--- src/hdl/chained_hash_dictionary_top_macros.svh ---
// Assertion macros for the chained hash dictionary.
`ifndef CHAINED_HASH_DICTIONARY_TOP_MACROS_SVH
`define CHAINED_HASH_DICTIONARY_TOP_MACROS_SVH

// Concurrent assertion: when the antecedent holds, the consequent holds in the same cycle.
`define CHD_ASSERT_IMP(label, clk, rst_n, ante, cons, msg) \
  label: assert property (@(posedge clk) disable iff (!rst_n) (ante) |-> (cons)) \
    else $error(msg);

// Concurrent assertion: when the antecedent holds, the consequent holds in the next cycle.
`define CHD_ASSERT_NEXT(label, clk, rst_n, ante, cons, msg) \
  label: assert property (@(posedge clk) disable iff (!rst_n) (ante) |=> (cons)) \
    else $error(msg);

`endif

--- src/hdl/chd_pkg.sv ---
package chd_pkg;

  localparam int Buckets = 10;
  localparam int PoolEntries = 16;
  localparam int LinkW = $clog2(PoolEntries + 1);
  localparam int NodeW = $clog2(PoolEntries);
  localparam int BucketW = (Buckets > 1) ? $clog2(Buckets) : 1;
  localparam int StepW = $clog2(PoolEntries + 1);
  localparam logic [LinkW-1:0] NullLink = LinkW'(PoolEntries);

  localparam logic [1:0] StDone     = 2'd0;
  localparam logic [1:0] StMissing  = 2'd1;
  localparam logic [1:0] StFull     = 2'd2;
  localparam logic [1:0] StNotDigit = 2'd3;

  localparam logic [7:0] CharZero = 8'h30;
  localparam logic [7:0] CharNine = 8'h39;

  typedef struct packed {
    logic        mode;
    logic [31:0] key;
    logic [31:0] payload;
  } chd_in_t;

  typedef struct packed {
    logic [1:0] status;
    logic [3:0] node_slot;
    logic [4:0] entry_count;
  } chd_out_t;

  // Controller to datapath.
  typedef struct packed {
    logic load;
    logic walk_start;
    logic walk_step;
    logic do_insert;
    logic do_unlink;
    logic [1:0] emit_status;
    logic emit;
  } chd_cmd_t;

  // Datapath to controller.
  typedef struct packed {
    logic not_digit;
    logic mode;
    logic pool_empty;
    logic cur_is_node;
    logic match;
    logic steps_done;
  } chd_stat_t;

  // The digit selects its bucket through a small constant table.
  function automatic logic [BucketW-1:0] bucket_of(input logic [7:0] ch);
    logic [3:0]         d;
    logic [BucketW-1:0] r;
    d = 4'(ch - CharZero);
    r = '0;
    for (int i = 0; i < 16; i++) begin
      if (d == 4'(i)) begin
        r = BucketW'(i % Buckets);
      end
    end
    return r;
  endfunction

endpackage

--- src/hdl/chained_hash_dictionary_top.sv ---
// Chained hash dictionary: accepts one insert or delete transaction at a time and returns
// one result per transaction. Insert, pool-full and non-digit transactions are decided in
// the decode state, which registers their result. A delete walks its bucket's chain and
// reports found or not found after visiting at most 16 nodes; the walk reads one node key
// from the pool memory per step and checks it after a wait state. The next transaction
// is accepted as soon as the result is registered, even while the result waits to be
// taken; its own result is held back until the previous one has been taken.
module chained_hash_dictionary_top import chd_pkg::*; (
  input  logic     clk,
  input  logic     rst_n,
  input  logic     in_valid,
  output logic     in_ready,
  input  chd_in_t  in_data,
  output logic     out_valid,
  input  logic     out_ready,
  output chd_out_t out_data
);

  chd_cmd_t  cmd;
  chd_stat_t stat;

  chd_ctrl u_ctrl (
    .clk      (clk),
    .rst_n    (rst_n),
    .in_valid (in_valid),
    .in_ready (in_ready),
    .out_busy (out_valid && !out_ready),
    .stat     (stat),
    .cmd      (cmd)
  );

  chd_datapath u_dp (
    .clk       (clk),
    .rst_n     (rst_n),
    .in_data   (in_data),
    .cmd       (cmd),
    .stat      (stat),
    .out_ready (out_ready),
    .out_valid (out_valid),
    .out_data  (out_data)
  );

endmodule

--- src/hdl/chd_ctrl.sv ---
module chd_ctrl import chd_pkg::*; (
  input  logic      clk,
  input  logic      rst_n,
  input  logic      in_valid,
  output logic      in_ready,
  input  logic      out_busy,
  input  chd_stat_t stat,
  output chd_cmd_t  cmd
);

  typedef enum logic [2:0] {SIdle, SDecode, SWalk, SCheck, SWait} state_t;

  state_t state_r, state_nxt;

  assign in_ready = (state_r == SIdle);

  always_comb begin
    state_nxt = state_r;
    cmd = '0;
    unique case (state_r)
      SIdle: begin
        if (in_valid) begin
          cmd.load = 1'b1;
          state_nxt = SDecode;
        end
      end
      SDecode: begin
        if (!out_busy) begin
          if (stat.not_digit) begin
            cmd.emit = 1'b1;
            cmd.emit_status = StNotDigit;
            state_nxt = SIdle;
          end else if (!stat.mode) begin
            cmd.emit = 1'b1;
            if (stat.pool_empty) begin
              cmd.emit_status = StFull;
            end else begin
              cmd.do_insert = 1'b1;
              cmd.emit_status = StDone;
            end
            state_nxt = SIdle;
          end else begin
            cmd.walk_start = 1'b1;
            state_nxt = SWait;
          end
        end
      end
      SWait: begin
        state_nxt = SCheck;
      end
      SCheck: begin
        if (!stat.cur_is_node || stat.steps_done) begin
          cmd.emit = 1'b1;
          cmd.emit_status = StMissing;
          state_nxt = SIdle;
        end else if (stat.match) begin
          cmd.emit = 1'b1;
          cmd.do_unlink = 1'b1;
          cmd.emit_status = StDone;
          state_nxt = SIdle;
        end else begin
          cmd.walk_step = 1'b1;
          state_nxt = SWalk;
        end
      end
      SWalk: begin
        state_nxt = SCheck;
      end
      default: state_nxt = SIdle;
    endcase
  end

  always_ff @(posedge clk) begin
    if (!rst_n) begin
      state_r <= SIdle;
    end else begin
      state_r <= state_nxt;
    end
  end

endmodule

--- src/hdl/chd_datapath.sv ---
module chd_datapath import chd_pkg::*; (
  input  logic      clk,
  input  logic      rst_n,
  input  chd_in_t   in_data,
  input  chd_cmd_t  cmd,
  output chd_stat_t stat,
  input  logic      out_ready,
  output logic      out_valid,
  output chd_out_t  out_data
);

  logic [LinkW-1:0] bucket_head_r [Buckets];
  logic [LinkW-1:0] next_link_r [PoolEntries];
  logic [31:0]      key_mem [PoolEntries];
  logic [31:0]      payload_mem [PoolEntries];
  logic [LinkW-1:0] free_head_r;
  logic [4:0]       entry_total_r;

  chd_in_t          item_r;
  logic [BucketW-1:0] bkt_r;
  logic [LinkW-1:0] cur_r, prev_r;
  logic [StepW-1:0] steps_r;
  logic [31:0]      rd_key_r;
  logic             out_valid_r;
  chd_out_t         out_r;

  logic [NodeW-1:0] cur_idx, free_idx, prev_idx;
  logic [LinkW-1:0] cur_next;

  assign cur_idx  = cur_r[NodeW-1:0];
  assign free_idx = free_head_r[NodeW-1:0];
  assign prev_idx = prev_r[NodeW-1:0];
  assign cur_next = next_link_r[cur_idx];

  assign stat.not_digit   = (item_r.key[7:0] < CharZero) || (item_r.key[7:0] > CharNine);
  assign stat.mode        = item_r.mode;
  assign stat.pool_empty  = (free_head_r >= NullLink);
  assign stat.cur_is_node = (cur_r < NullLink);
  assign stat.match       = (rd_key_r == item_r.key);
  assign stat.steps_done  = (steps_r >= StepW'(PoolEntries));

  assign out_valid = out_valid_r;
  assign out_data  = out_r;

  always_ff @(posedge clk) begin
    if (cmd.load) begin
      item_r <= in_data;
      bkt_r  <= bucket_of(in_data.key[7:0]);
    end
    if (cmd.walk_start || cmd.walk_step) begin
      rd_key_r <= key_mem[cmd.walk_start ? bucket_head_r[bkt_r][NodeW-1:0] : cur_next[NodeW-1:0]];
    end
    if (cmd.walk_start) begin
      cur_r   <= bucket_head_r[bkt_r];
      prev_r  <= NullLink;
      steps_r <= '0;
    end else if (cmd.walk_step) begin
      prev_r  <= cur_r;
      cur_r   <= cur_next;
      steps_r <= steps_r + StepW'(1);
    end
    if (cmd.do_insert) begin
      key_mem[free_idx]     <= item_r.key;
      payload_mem[free_idx] <= item_r.payload;
    end
  end

  always_ff @(posedge clk) begin
    if (!rst_n) begin
      for (int i = 0; i < Buckets; i++) begin
        bucket_head_r[i] <= NullLink;
      end
      for (int i = 0; i < PoolEntries; i++) begin
        next_link_r[i] <= (i == 0) ? NullLink : LinkW'(i - 1);
      end
      free_head_r   <= LinkW'(PoolEntries - 1);
      entry_total_r <= '0;
      out_valid_r   <= 1'b0;
    end else begin
      if (out_valid_r && out_ready) begin
        out_valid_r <= 1'b0;
      end
      if (cmd.do_insert) begin
        free_head_r            <= next_link_r[free_idx];
        next_link_r[free_idx]  <= bucket_head_r[bkt_r];
        bucket_head_r[bkt_r]   <= free_head_r;
        entry_total_r          <= entry_total_r + 5'd1;
      end
      if (cmd.do_unlink) begin
        if (prev_r < NullLink) begin
          next_link_r[prev_idx] <= cur_next;
        end else begin
          bucket_head_r[bkt_r] <= cur_next;
        end
        next_link_r[cur_idx] <= free_head_r;
        free_head_r          <= cur_r;
        if (entry_total_r != 5'd0) begin
          entry_total_r <= entry_total_r - 5'd1;
        end
      end
      if (cmd.emit) begin
        out_valid_r <= 1'b1;
      end
    end
  end

  always_ff @(posedge clk) begin
    if (cmd.emit) begin
      out_r.status <= cmd.emit_status;
      if (cmd.do_insert) begin
        out_r.node_slot   <= 4'(free_head_r);
        out_r.entry_count <= entry_total_r + 5'd1;
      end else if (cmd.do_unlink) begin
        out_r.node_slot   <= 4'(cur_r);
        out_r.entry_count <= (entry_total_r != 5'd0) ? entry_total_r - 5'd1 : 5'd0;
      end else begin
        out_r.node_slot   <= 4'd0;
        out_r.entry_count <= entry_total_r;
      end
    end
  end

  `include "chained_hash_dictionary_top_macros.svh"

  `CHD_ASSERT_IMP(a_insert_has_node, clk, rst_n, cmd.do_insert, free_head_r < NullLink, "insert with empty pool")
  `CHD_ASSERT_IMP(a_unlink_valid, clk, rst_n, cmd.do_unlink, cur_r < NullLink, "unlink of null node")
  `CHD_ASSERT_NEXT(a_emit_valid, clk, rst_n, cmd.emit, out_valid_r, "result not presented")

endmodule

--- config.mk ---
export PLATFORM = sky130hd
export DESIGN_NAME = chained_hash_dictionary_top
export DESIGN_NICKNAME = d
export VERILOG_FILES = /design/src/hdl/chd_pkg.sv /design/src/hdl/chained_hash_dictionary_top.sv /design/src/hdl/chd_ctrl.sv /design/src/hdl/chd_datapath.sv
export VERILOG_INCLUDE_DIRS = /design/src /design/src/hdl
export SDC_FILE = /design/constraint.sdc
export NUM_CORES = 1
export LEC_CHECK = 0
export ABC_CLOCK_PERIOD_IN_PS = 6600
export BUFFER_PORTS_ARGS = -buffer_cell sky130_fd_sc_hd__buf_2
export CORE_MARGIN = 2
export CORE_UTILIZATION = 44
export CTS_BUF_LIST = sky130_fd_sc_hd__clkbuf_4 sky130_fd_sc_hd__clkbuf_8
export DETAILED_ROUTE_END_ITERATION = 10
export PLACE_DENSITY = 0.65
export RECOVER_POWER = 100
export SYNTH_ARGS = -nofsm -noshare
export SYNTH_HDL_FRONTEND = slang
export SYNTH_SLANG_ARGS = --single-unit
--- constraint.sdc ---
create_clock -name clk -period 6.6 [get_ports clk]
set_clock_uncertainty 0.2 [all_clocks]
set_input_delay 0.33 -clock clk [delete_from_list [all_inputs] [get_ports clk]]
set_output_delay 0.33 -clock clk [all_outputs]
set_load 0.005 [all_outputs]
==> results.md <==
Status:
- The flow ran to the end, but the final reports show violations.
- The final reports fail on max-capacitance violations, max-slew violations.

Floorplanning:
- between 80 and 90 I/O pins were placed.
- After floorplanning, the core was sized to cover 75950 um^2.
- The die is roughly 280 um tall.
- The horizontal die dimension is 280.8 um.
- For this configuration, the core starts out at a cell density of 44.38%.
- The standard-cell row count is between 100 and 150.
- The floorplan step defined a die boundary enclosing 78840 um^2.

Worst setup path:
- The largest driver fanout on the critical path is 18.
- The critical path class is reg -> reg.
- The largest single stage delay on the critical path is between 1.5 and 2 ns.
- The required time at the endpoint of the critical path is 6.80 ns.
- In this design, the largest share of critical-path delay is due to simple AND/OR/NAND/NOR gates.
- The total stage count of the critical path is 6.
- The number of cell instances on the worst register-to-register path is 6.
- Traced cell by cell, the critical path runs through o21ai_0 -> and2_0 -> and3b_1 -> nand3_1 -> nor2_1 -> clkbuf_2.
- Counting both buffers and inverters, the worst setup path holds a total of 1.
- The endpoint class of the critical path is a register.
- Among all stages on the critical path, the largest delay is contributed by nor2_1.
- The critical path startpoint category is a register.
- The data arrival at the endpoint of the critical path is 5.87 ns.

Logic synthesis:
- The total of warnings raised by yosys is 0.
- By area the synthesized netlist is led by edfxtp_1 (67%), mux4_2 (4.8%), nand3_1 (4.5%).
- The number of unique standard cell types used by synthesis is approximately 60.
- Counting every net in the synthesized netlist gives 2353.
- The number of synthesized register bits is 789.
- Yosys mapped a number of flops with a built-in enable equal to 757.
- Of all flip-flops after synthesis, the portion carrying an async set or reset was 0%.
- Summing every instance area after synthesis gives between 30000 and 40000 um^2.
- For this run, the leading register cell type out of synthesis is edfxtp_1.
- For this run, the register share of the synthesized area comes to a little over two thirds.
- The biggest area contributor in the post-synthesis netlist is edfxtp_1.
- The post-synthesis instance total is 2281.
- A synthesized cell averages 14.78 um^2.
- After synthesis, the largest area contributor takes up around two thirds of total cell area.

Clock tree:
- The worst-case clock buffer depth is 3.
- The number of levels the H-tree was split into is 4.
- The clock-pin slew on the worst setup and hold paths is roughly 0.060 ns.
- The post-CTS resize count is 0.
- Buffers inserted during clock tree synthesis total 130.
- TritonCTS built the clock tree.
- The clock latency at the later pin of the worst-skew pair is 0.80 ns.
- The number of clock sinks is approximately 800.
- The tree is rooted in a clkbuf_8.

Route:
- The final routed wire length divided by cell count is about 25 um.
- For this run, the detailed router's first-pass iteration total came to 6.
- The top layer used by detailed routing is met4.
- In the routed layout, each cell is associated on average with a via count of 6.051.
- The final routed DRC violation total is 0.
- In the detailed route, the total length drawn on met3 is 7478 um.
- The detailed router placed 21180 vias in this run.
- The final antenna-violating net count is 0.
- The number of DRC violations after detailed-routing iteration 0 is 2447.
- The total routed wire length on the met1 layer is 35650 um.
- Wires add up to 88350 um.
- Detailed routing placed a total of about 43000 um of wire on met2.

STA:
- In this run the tightest slew margin relative to its limit is -122.5%.
- In the final timing run, aggregate negative setup slack is 0 ns.
- Dividing the final minimum period by the clock period gives 85.88%.
- Setup repair after global routing left no endpoint under its margin.
- The final number of hold-violating endpoints came to 0.
- For the pin with the worst max-slew slack, the measured transition is 3.338 ns.
- The maximum clock rate is 176.4 MHz.
- The post-layout minimum cycle time is 5.668 ns.
- The max-slew violation total from the final report is 501.
- Setup violations remaining at the end of the flow were counted as 0.

Placed design:
- Counting tap cells, the placed design contains a total of 3230 instances.
- The post-DP HPWL is 49350 um.
- During placement, the flow inserted port buffers numbering between 40 and 50.
- The global placement routability congestion is roughly 0.91.

Global route:
- The maximum number of pins on one net before global-route repair is around 150.
- The number of antenna violations at the first check in global routing is 2.
- The combined global-route utilization of all metal layers is 22.44%.
- The first-pass GRT wire length is 131400 um.
- The global route total overflow is 0.
- The number of global-route vias before repair was 20860.

Flow run:
- The count of maximum capacitance violations is 17.

Layout:
- The final standard cell count with taps included and fillers excluded is 3501.
- The growth of design area from synthesis to finish is 12.08%.
- Cells fill 49.74% of the core in the end.
- Leaving out fill and tap cells, the most frequent cells in the layout are edfxtp_1 (757), nand3_1 (306), o21ai_0 (133).
- Fill cells in the final layout number 6316.
- The proportion of layout cells with a drive suffix above 1 is 18.02%.
- The number of nets in the layout is 2446.
- The library cell used most frequently in the layout, excluding fill and tap cells, is edfxtp_1.

Worst hold path:
- The path class of the tightest hold or removal check is in -> reg.
- The worst hold path passes through 2 cells.

Power and ir drop:
- In this run the power density over the cells is 268.9 nW/um^2.
- The peak supply drop is 0.1880 mV.
- The power after layout is 10.16 mW.
- The standby leakage power is 11.89 nW.
layer usage:
metal	track usage, %	up-vias
li1	-	9217
met2	36.13	1103
met4	8.474	0
met1	30.46	10670
met5	0	-
met3	4.090	197
stage by stage:
step	setup WS (ns)	area [um^2]	hold slack (ns)
2_1_floorplan	1.260	33710	0.2289
3_3_place_gp	1.586	35110	0.2776
3_5_place_dp	1.562	35110	0.2885
4_1_cts	1.535	38060	0.0007568
5_1_grt	0.7530	37780	0.02144
6_report	0.9319	37780	0.05454
cells in the mapped netlist (all sizes together), types with 16 or more instances:
master / number
edfxtp: 757
or3: 16
clkbuf: 141
xnor2: 34
o21ai: 143
mux2i: 19
inv: 20
nor2: 109
o211ai: 129
nand4: 49
mux2: 137
mux4: 72
a21oi: 22
o22ai: 52
buf: 43
dfxtp: 32
nand3: 307
nand2: 67
area by class of cell:
type,count,area (um^2),area share (%)
Sequential cell,789,23370,61.87
Multi-Input combinational cell,1285,9447,25.00
Clock buffer,182,2192,5.802
Tap cell,1030,1289,3.411
Timing Repair Buffer,145,1059,2.802
Clock inverter,46,331.6,0.8776
Inverter,23,86.33,0.2285
Antenna cell,1,2.502,0.006624
worst register-to-register path, delay by kind of cell (launching register included):
| kind | cells | cell delay, ns |
|---|---|---|
| flip-flops | 1 | 0.65 |
| AND/OR/NAND/NOR | 4 | 2.86 |
| buffers and inverters | 1 | 0.85 |
| AO/OA/AOI/OAI | 1 | 0.76 |
worst paths after layout:
kind	from	endpoint	slack (ns)
max	u_dp.item_r[34]$_DFFE_PP_	u_dp.key_mem[13][18]$_DFFE_PP_	0.93
min	in_data[38]	u_dp.item_r[38]$_DFFE_PP_	0.05
max reg2reg	u_dp.item_r[34]$_DFFE_PP_	u_dp.key_mem[13][18]$_DFFE_PP_	0.93
min reg2reg	u_dp.steps_r[4]$_SDFFE_PN0P_	u_dp.steps_r[4]$_SDFFE_PN0P_	0.31
kinds of logic (layout without fill, tap and decap cells):
logic type	Yosys count	count (layout)	share of synthesized area [%]
fa+ha+maj	3	3	0.1114
other cells	0	1	0
xor+xnor	36	36	0.9354
simple gates	620	620	9.250
mux	228	228	9.952
compound gates	398	398	7.851
buf+inv	207	396	2.561
flops	789	789	69.34
power by group:
part           internal [mW]  switching (mW)  leakage, nW
Clock                   2.24            1.96         1.33
Combinational          0.134           0.208         3.37
Sequential              5.54          0.0813         7.18
state kept, by name, indices dropped and copies added, names as in the netlist, 3 cells and up, named ones only:
name	flops
u_ctrl.state_r	3
u_dp.bkt_r	4
u_dp.bucket_head_r	80
u_dp.cur_r	5
u_dp.entry_total_r	5
u_dp.free_head_r	5
u_dp.item_r	32
u_dp.key_mem	512
u_dp.next_link_r	80
u_dp.out_data	11
u_dp.prev_r	5
u_dp.rd_key_r	32
u_dp.steps_r	5
what timing repair did:
| action | CTS | global route |
|---|---|---|
| hold buffers | 42 | 0 |
| endpoints found under the hold margin | 83 | 0 |
| endpoints found under the setup margin | 0 | 0 |
| buffers inserted | 0 | 0 |
Note: power is estimated with default switching activity, not from simulation.
